File: config.mk
export PLATFORM = sky130hd
export DESIGN_NAME = swm_ctrl
export DESIGN_NICKNAME = d
export VERILOG_FILES = /design/src/rtl/swm_pkg.sv /design/src/rtl/swm_ctrl.sv
export SDC_FILE = /design/constraint.sdc
export NUM_CORES = 1
export LEC_CHECK = 0
export ABC_AREA = 1
export BUFFER_PORTS_ARGS = -buffer_cell sky130_fd_sc_hd__buf_2
export CAP_MARGIN = 10
export CORE_AREA = 5 5 42 44
export CTS_CLUSTER_SIZE = 25
export DETAILED_ROUTE_END_ITERATION = 10
export DIE_AREA = 0 0 47 49
export GPL_ROUTABILITY_DRIVEN = 0
export HOLD_SLACK_MARGIN = 0.1
export MAX_ROUTING_LAYER = met4
export PLACE_DENSITY = 0.44
export REMOVE_ABC_BUFFERS = 1
export SKIP_CTS_REPAIR_TIMING = 1
export SYNTH_ARGS = -nofsm -noshare
export SYNTH_HDL_FRONTEND = slang
export SYNTH_SLANG_ARGS = --single-unit
File: constraint.sdc
create_clock -name clk -period 1.4 [get_ports clk]
set_input_delay 0.21 -clock clk [delete_from_list [all_inputs] [get_ports clk]]
set_output_delay 0.21 -clock clk [all_outputs]
set_load 0.03 [all_outputs]
File: src/rtl/swm_pkg.sv
`timescale 1ns / 1ps
// ----------------------------------------------------------------------------
// swm_pkg: shared definitions for the sliding window mean
// constants, defaults and the command / status groups between
// the controller and the datapath
// ----------------------------------------------------------------------------
package swm_pkg;

    localparam int TAG_W            = 32;
    localparam int CFG_W            = 11;
    localparam int WINDOW_MAX_DEF   = 1024;
    localparam int SAMPLE_WIDTH_DEF = 32;
    localparam int WINDOW_RESET     = 10;

    // controller to datapath
    typedef struct packed {
        logic capture;
        logic update;
        logic div_start;
        logic load_out;
    } swm_cmd_t;

    // datapath to controller
    typedef struct packed {
        logic div_done;
        logic out_free;
    } swm_sts_t;

endpackage

File: src/rtl/swm_ctrl.sv
`timescale 1ns / 1ps
// ----------------------------------------------------------------------------
// swm_ctrl: sequencing state machine
// steps one sample through capture, sum update, division and output
// ----------------------------------------------------------------------------
module swm_ctrl
    import swm_pkg::*;
(
    input  logic     clk,
    input  logic     rst_n,
    input  logic     in_valid,
    output logic     in_stall,
    input  swm_sts_t sts,
    output swm_cmd_t cmd
);

    localparam logic [2:0] ST_IDLE   = 3'd0;
    localparam logic [2:0] ST_UPDATE = 3'd1;
    localparam logic [2:0] ST_START  = 3'd2;
    localparam logic [2:0] ST_DIV    = 3'd3;
    localparam logic [2:0] ST_OUT    = 3'd4;

    logic [2:0] state_reg;
    logic [2:0] state_next;

    always_comb
    begin
        state_next = state_reg;
        cmd        = '0;
        unique case (state_reg)
            ST_IDLE:
            begin
                if (in_valid)
                begin
                    cmd.capture = 1'b1;
                    state_next  = ST_UPDATE;
                end
            end
            ST_UPDATE:
            begin
                cmd.update = 1'b1;
                state_next = ST_START;
            end
            ST_START:
            begin
                cmd.div_start = 1'b1;
                state_next    = ST_DIV;
            end
            ST_DIV:
            begin
                if (sts.div_done)
                    state_next = ST_OUT;
            end
            ST_OUT:
            begin
                if (sts.out_free)
                begin
                    cmd.load_out = 1'b1;
                    state_next   = ST_IDLE;
                end
            end
            default:
            begin
                state_next = ST_IDLE;
            end
        endcase
    end

    always_ff @(posedge clk or negedge rst_n)
    begin
        if (!rst_n)
            state_reg <= ST_IDLE;
        else
            state_reg <= state_next;
    end

    assign in_stall = (state_reg != ST_IDLE);

endmodule
Word level (Yosys, flattened, before mapping)
Cells that the tools add are included.
{"block": "totals", "regBits": 3, "latchBits": 0, "ram_bits": 0, "rom_bits": 0, "inputBits": 5, "out_inout_bits": 5, "elab_cells": 21, "mem_count": 0}
{"block": "op_classes", "n_addsub": 0, "multipliers": 0, "n_div": 0, "magnitude_cmp": 0, "n_eq_ne": 7, "shifts": 0, "mux": 10, "bitwise": 0, "n_reduce_logical": 3}
{"cell": "one-hot mux 3 bit (5 select lines)", "n": 1}
{"cell": "2-to-1 mux 3 bit", "n": 3}
{"cell": "equality test 3 x 2 -> 1 bit, second input constant", "n": 2}
{"cell": "2-to-1 mux 1 bit", "n": 6}
{"cell": "inequality test 2 bit, second input constant", "n": 3}
{"cell": "equality test 3 x 1 -> 1 bit, second input constant", "n": 1}
{"cell": "equality test 3 bit, second input constant", "n": 1}
{"cell": "logical NOT 3 bit", "n": 1}
{"cell": "AND reduction 3 bit", "n": 1}
{"cell": "nonzero test 3 bit", "n": 1}

Depth between registers and ports, before layout
Gate-level depths: netlist of run 1.
{"block": "logic_depth", "word_depth": 3, "ltp_mapped": 4, "mapped_depth_nobuf": 4}

Worst setup path before layout of run 1
Ideal clock, no wire load.
{"block": "synth_timing", "path_type": "reg-to-output", "from": "reg state_reg[0]", "to": "out cmd[0] in the netlist's numbering", "t_arrival_ps": 1412, "path_slack_ps": -222, "path_stages_with_launch": 2, "path_buffers": 0, "path_cell_list": "dfrtp_1 nor4_1"}
{"item": "start, declared", "line_no": "swm_ctrl.sv:23", "text": "logic [2:0] state_reg;"}
{"item": "start signal, assigned", "line_no": "swm_ctrl.sv:74", "text": "state_reg <= state_next;"}
{"item": "end, declared", "line_no": "swm_ctrl.sv:14", "text": "output swm_cmd_t cmd"}

==> run metrics, run 1 <==
status=completed; Top FF cell, synth=dfrtp_1; PwrDens=2491 nW/um^2; max FFs per register=3; DR WL/cell=9.695 um; reg2reg end=state_reg[0]$_DFFE_PN0P_; count leader, synth=inv_1; max-cap violations=0; Final Setup Violations=0; crit start category=flop; synth top area cells=dfrtp_1 (40%), inv_1 (14%), nand3_1 (8.1%); Hold Path Class=in -> async; Clock Sinks=3; port bufs=9; R2R Setup Slk=0.37 ns; Slew Limit Fails=0; largest net degree at the start of global routing=7; critical path startpoint=state_reg[2]$_DFFE_PN0P_; delay of the slowest critical-path stage=0.43 ns; min Tclk post-route=1.355 ns; Placed Cells=51; WP depth=4; vias post-DR=225; CP Class=reg -> out; Final Hold Fails=0; Boundary Pins=10; CP arrival=1.15 ns; post-synth top area share=0.4027; Die Span Y=49 um; Finished Cell Area=346.6 sq um; Total GRT Usage=0.05275; Multi-input gate area=101.3 sq um; CP Max Fanout=4; Final ANT Viol Nets=0; DP HPWL=380.8 um; antenna diode count=0; DRT Pass-1 Iters=1; DR DRC count=0; RSZ-0062 raised after global routing=yes; first-pass GRT wire length=807 um; TritonCTS Buffers=3; Vias/cell=3.814; leakage power total=0.1794 nW; Buf/Inv on CP=1; routed wire length=572 um; Top delay family on crit path=flip-flops; gr ovfl total=0; fmax=738.0 MHz; largest area contributor in the netlist=dfrtp_1; clk_lat worst skew=0.23 ns; Clock Skews=0.0006520 ns; Setup crit end=cmd[3]; Worst-Margin Slew=0.1974 ns; CTS tree=built; Total Nets Final=49; row count=14; Filler cells=165; Syn Area/Cell=7.170 sq um; Distinct cells, synth=11; slew margin rel.=0.8680; sequential cell area fraction in the yosys report=0.4027; most frequent cells after synthesis=inv_1 (7), dfrtp_1 (3), nand2_1 (3), nand3_1 (3), nor2_1 (3); Worst setup EP type=output pin; Final Non-Filler Cells=59; Worst-path clk slew=0.04 ns; Die Wd=47 um; H-tree Lvls=1; clk root buf=clkbuf_4; EDFF count, synth=0; FF+latch area=78.83 sq um; share of cells above drive strength 1=0.5814; warnings from Yosys=0; starting density of the core=0.1330; Tcrit/Tclk final=0.9679; reg2reg path depth=5; antenna violations before repair=0; cells after synthesis=26; Post-Syn Area=186.4 sq um; Max stage delay cell, worst path=dfrtp_2; CP required=1.19 ns; Layout area overhead=85.91%; initial DRC count=0; Worst VDD drop=0.0007111 V; Area after DPL=251.5 sq um; reg2reg start=state_reg[1]$_DFFE_PN0P_; maximum clock path buffer count=2; CP Cell Sequence=nor2_4 -> nand2_2 -> nor2_2 -> buf_6; Die Area=2303 sq um; Synth async-reset ratio=1.000; vias in the first global route=215; Seq cells post-synth=3; Core ar.=1401 sq um
## worst reg2reg max path: cells and delay by family, from the launching register on
family,cells,cell delay (ns)
flip-flops,1,0.45
AND/OR/NAND/NOR,4,0.32
buffers and inverters,1,0.15
## cells by family after synthesis
kind of cell | count (synthesis) | synth area share
DFF | 3 | 0.4027
AOI/OAI and AO/OA | 2 | 0.06710
buffers and inverters | 7 | 0.1410
and+or+nand+nor | 14 | 0.3893
## per-layer routing
metal | global-route usage | share of wire
met1 | 0.04846 | 0.43
met2 | 0.07466 | 0.48
met3 | 0.06642 | 0.089
met5 | - | 0
met4 | 0 | 0
## area by class of cell
| class | instances | area share |
|---|---|---|
| inverter | 7 | 0.08303 |
| multi-input combinational | 16 | 0.2924 |
| tap | 16 | 0.05776 |
| timing repair buffer | 13 | 0.2635 |
| sequential | 3 | 0.2274 |
| clock buffer | 4 | 0.07581 |
## cell usage in the layout, fill, tap and decap left out, types with 2 or more instances in the layout
cell type and n:
buf_4 6, nand3_1 3, inv_1 5, nand4_1 2, clkbuf_4 3, nand2_1 2, buf_2 5, dfrtp_2 3
nor2_1 2
## how the worst min path moves through the flow
stage	from	end	slack, ns	depth (start not counted)
after floorplan	rst_n	state_reg[0]$_DFFE_PN0P_	-0.09	0
after global placement	rst_n	state_reg[1]$_DFFE_PN0P_	0.009	1
after detailed placement	rst_n	state_reg[1]$_DFFE_PN0P_	0.009	1
after CTS	rst_n	state_reg[1]$_DFFE_PN0P_	-0.24	1
after global routing	rst_n	state_reg[0]$_DFFE_PN0P_	0.31	2
final	rst_n	state_reg[2]$_DFFE_PN0P_	0.30	2
## through the flow
step | TNS [ns] | worst slack, ns | hold WS [ns] | power, mW | utilization
after global routing | -0.04008 | -0.03182 | 0.3144 | 0.9385 | 0.2473
final | 0 | 0.04491 | 0.3038 | 0.8632 | 0.2473
after global placement | 0 | 0.2079 | 0.008980 | 0.5548 | 0.1795
after floorplan | -0.3250 | -0.2222 | -0.08559 | 0.4539 | -
after CTS | -0.1182 | -0.06495 | -0.2405 | 0.7191 | 0.1982
after detailed placement | 0 | 0.1983 | 0.009104 | 0.5561 | 0.1795
## where the power goes
| part | switching, mW | internal (mW) |
|---|---|---|
| sequential | 0.0723 | 0.134 |
| clock | 0.0450 | 0.107 |
| combinational | 0.293 | 0.213 |
Note: power is estimated with default switching activity, not from simulation.
==> run 2, diff against run 1 <==
PLACE_DENSITY = unset   (was 0.44)
==> run 2 against run 1 <==
Against the previous run:
- die area stayed put
- global-route usage down 0.72 points
- utilization decreased by 2.8 points
- clock skew about the same
- sequential share of layout area rose by 2.1 points
- worst hold slack improved by 0.0018 ns
- total power shrank 14%
- critical path depth unchanged
- largest power group unchanged
==> run metrics, run 2 (same netlist as run 1, synthesis figures left out) <==
max FFs per register=3 (unchanged); Worst-Margin Slew=0.1802 ns (-0.01717 ns); largest net degree at the start of global routing=7 (unchanged); port bufs=9 (unchanged); Worst setup EP type=output pin; DR WL/cell=7.714 um (-20%); CP arrival=1.13 ns (-0.02 ns); DP HPWL=346.7 um (-9.0%); PwrDens=2399 nW/um^2 (-3.7%); clk_lat worst skew=0.23 ns (about the same); Die Wd=47 um (unchanged); Final Setup Violations=0 (unchanged); CP Cell Sequence=nor2_4 -> nand2_1 -> nor2_1 -> buf_4; vias post-DR=209 (-7.1%); first-pass GRT wire length=641 um (-21%); RSZ-0062 raised after global routing=yes; Die Area=2303 sq um (unchanged); antenna violations before repair=0 (unchanged); Hold Path Class=in -> async; CP required=1.19 ns (about the same); CP Class=reg -> out; Die Span Y=49 um (unchanged); maximum clock path buffer count=2 (unchanged); post-layout util=0.2196 (-0.02768); H-tree Lvls=1 (unchanged); Core ar.=1401 sq um (unchanged); TritonCTS Buffers=3 (unchanged); Worst VDD drop=0.0003051 V (-57%); crit start category=flop; Slew Limit Fails=0 (unchanged); fmax=745.8 MHz (+1.1%); max-cap violations=0 (unchanged); overall power=0.7383 mW (-14%); initial DRC count=3 (+3); antenna diode count=0 (unchanged); CP Max Fanout=6 (+2); row count=14 (unchanged); Total Nets Final=46 (-6.1%); Clock Sinks=3 (unchanged); Final ANT Viol Nets=0 (unchanged); Max stage delay cell, worst path=dfrtp_2; share of cells above drive strength 1=0.4500 (-0.1314); min Tclk post-route=1.341 ns (-0.01427 ns); starting density of the core=0.1330 (unchanged); gr ovfl total=0 (unchanged); routed wire length=432 um (-24%); Clock Skews=0.0005983 ns (-0.00005375 ns); Vias/cell=3.732 (-2.1%); Multi-input gate area=96.34 sq um (-4.9%); FF+latch area=76.32 sq um (-3.2%); slew margin rel.=0.8788 (+0.01084); DRT Pass-1 Iters=2 (+1); Total GRT Usage=0.04559 (-0.007160); CTS tree=built; vias in the first global route=194 (-9.8%); Worst-path clk slew=0.04 ns (about the same); commonest non-fill, non-tap cells in the layout=buf_2 (6), inv_1 (5); status=completed; DR DRC count=0 (unchanged); Filler cells=174 (+5.5%); Tcrit/Tclk final=0.9577 (-0.01019); Layout area overhead=65.10%; leakage power total=0.1661 nW (-7.4%); clk root buf=clkbuf_4; Final Hold Fails=0 (unchanged); delay of the slowest critical-path stage=0.44 ns (about the same); Boundary Pins=10 (unchanged); commonest non-fill, non-tap cell in the layout=buf_2
-- run 2: cell count changes in the layout (fill, tap and decap cells not counted), sizes merged --
cell | previous run | this run
buf | 12 | 9
-- run 2: path summary, 6_finish.rpt --
kind	depth (start not counted)	slack [ns]	start	end
max	4	0.06	state_reg[0]$_DFFE_PN0P_	cmd[3]
min	2	0.31	rst_n	state_reg[0]$_DFFE_PN0P_
max reg2reg	4	0.44	state_reg[2]$_DFFE_PN0P_	state_reg[0]$_DFFE_PN0P_
min reg2reg	2	0.63	state_reg[1]$_DFFE_PN0P_	state_reg[2]$_DFFE_PN0P_
max in group asynchronous	2	0.98	rst_n	state_reg[0]$_DFFE_PN0P_
min in group clk	4	0.31	sts[0]	state_reg[2]$_DFFE_PN0P_
-- run 2: area by class of cell --
class,instances,area share
inverter,7,0.08537
clock buffer,4,0.08537
timing repair buffer,10,0.2033
multi-input combinational,16,0.3130
sequential,3,0.2480
tap,16,0.06504
-- run 2: metrics by stage --
stage / std cells / setup TNS, ns / worst slack [ns] / hold slack (ns) / cell area [sq um]
finish: 56 / 0 / 0.05918 / 0.3056 / 307.8
global route: 56 / -0.007739 / -0.007739 / 0.3351 / 307.8
CTS: 55 / -0.1125 / -0.05762 / -0.2457 / 277.8
detailed placement: 51 / 0 / 0.2063 / 0.007293 / 251.5
global placement: 51 / 0 / 0.2018 / 0.006510 / 251.5
floorplan: 26 / -0.3250 / -0.2222 / -0.08559 / 186.4
-- run 2: layer usage --
layer	up-vias	GRT usage	routed length, um
li1	112	-	-
met1	94	0.02876	148
met2	3	0.06561	261
met3	0	0.01107	22
met4	0	0.08295	0
met5	-	-	0
-- run 2: critical path, delay by kind of cell (launching register included) --
family | cells | cell delay, ns
buf+inv | 1 | 0.16
simple gates | 3 | 0.29
flops | 1 | 0.44
-- run 2: power breakdown --
part           leakage, nW  switching, mW  total, mW  internal, mW
Sequential          0.0363         0.0652      0.194         0.129
Combinational        0.115          0.258      0.395         0.137
Clock               0.0150         0.0423      0.149         0.107
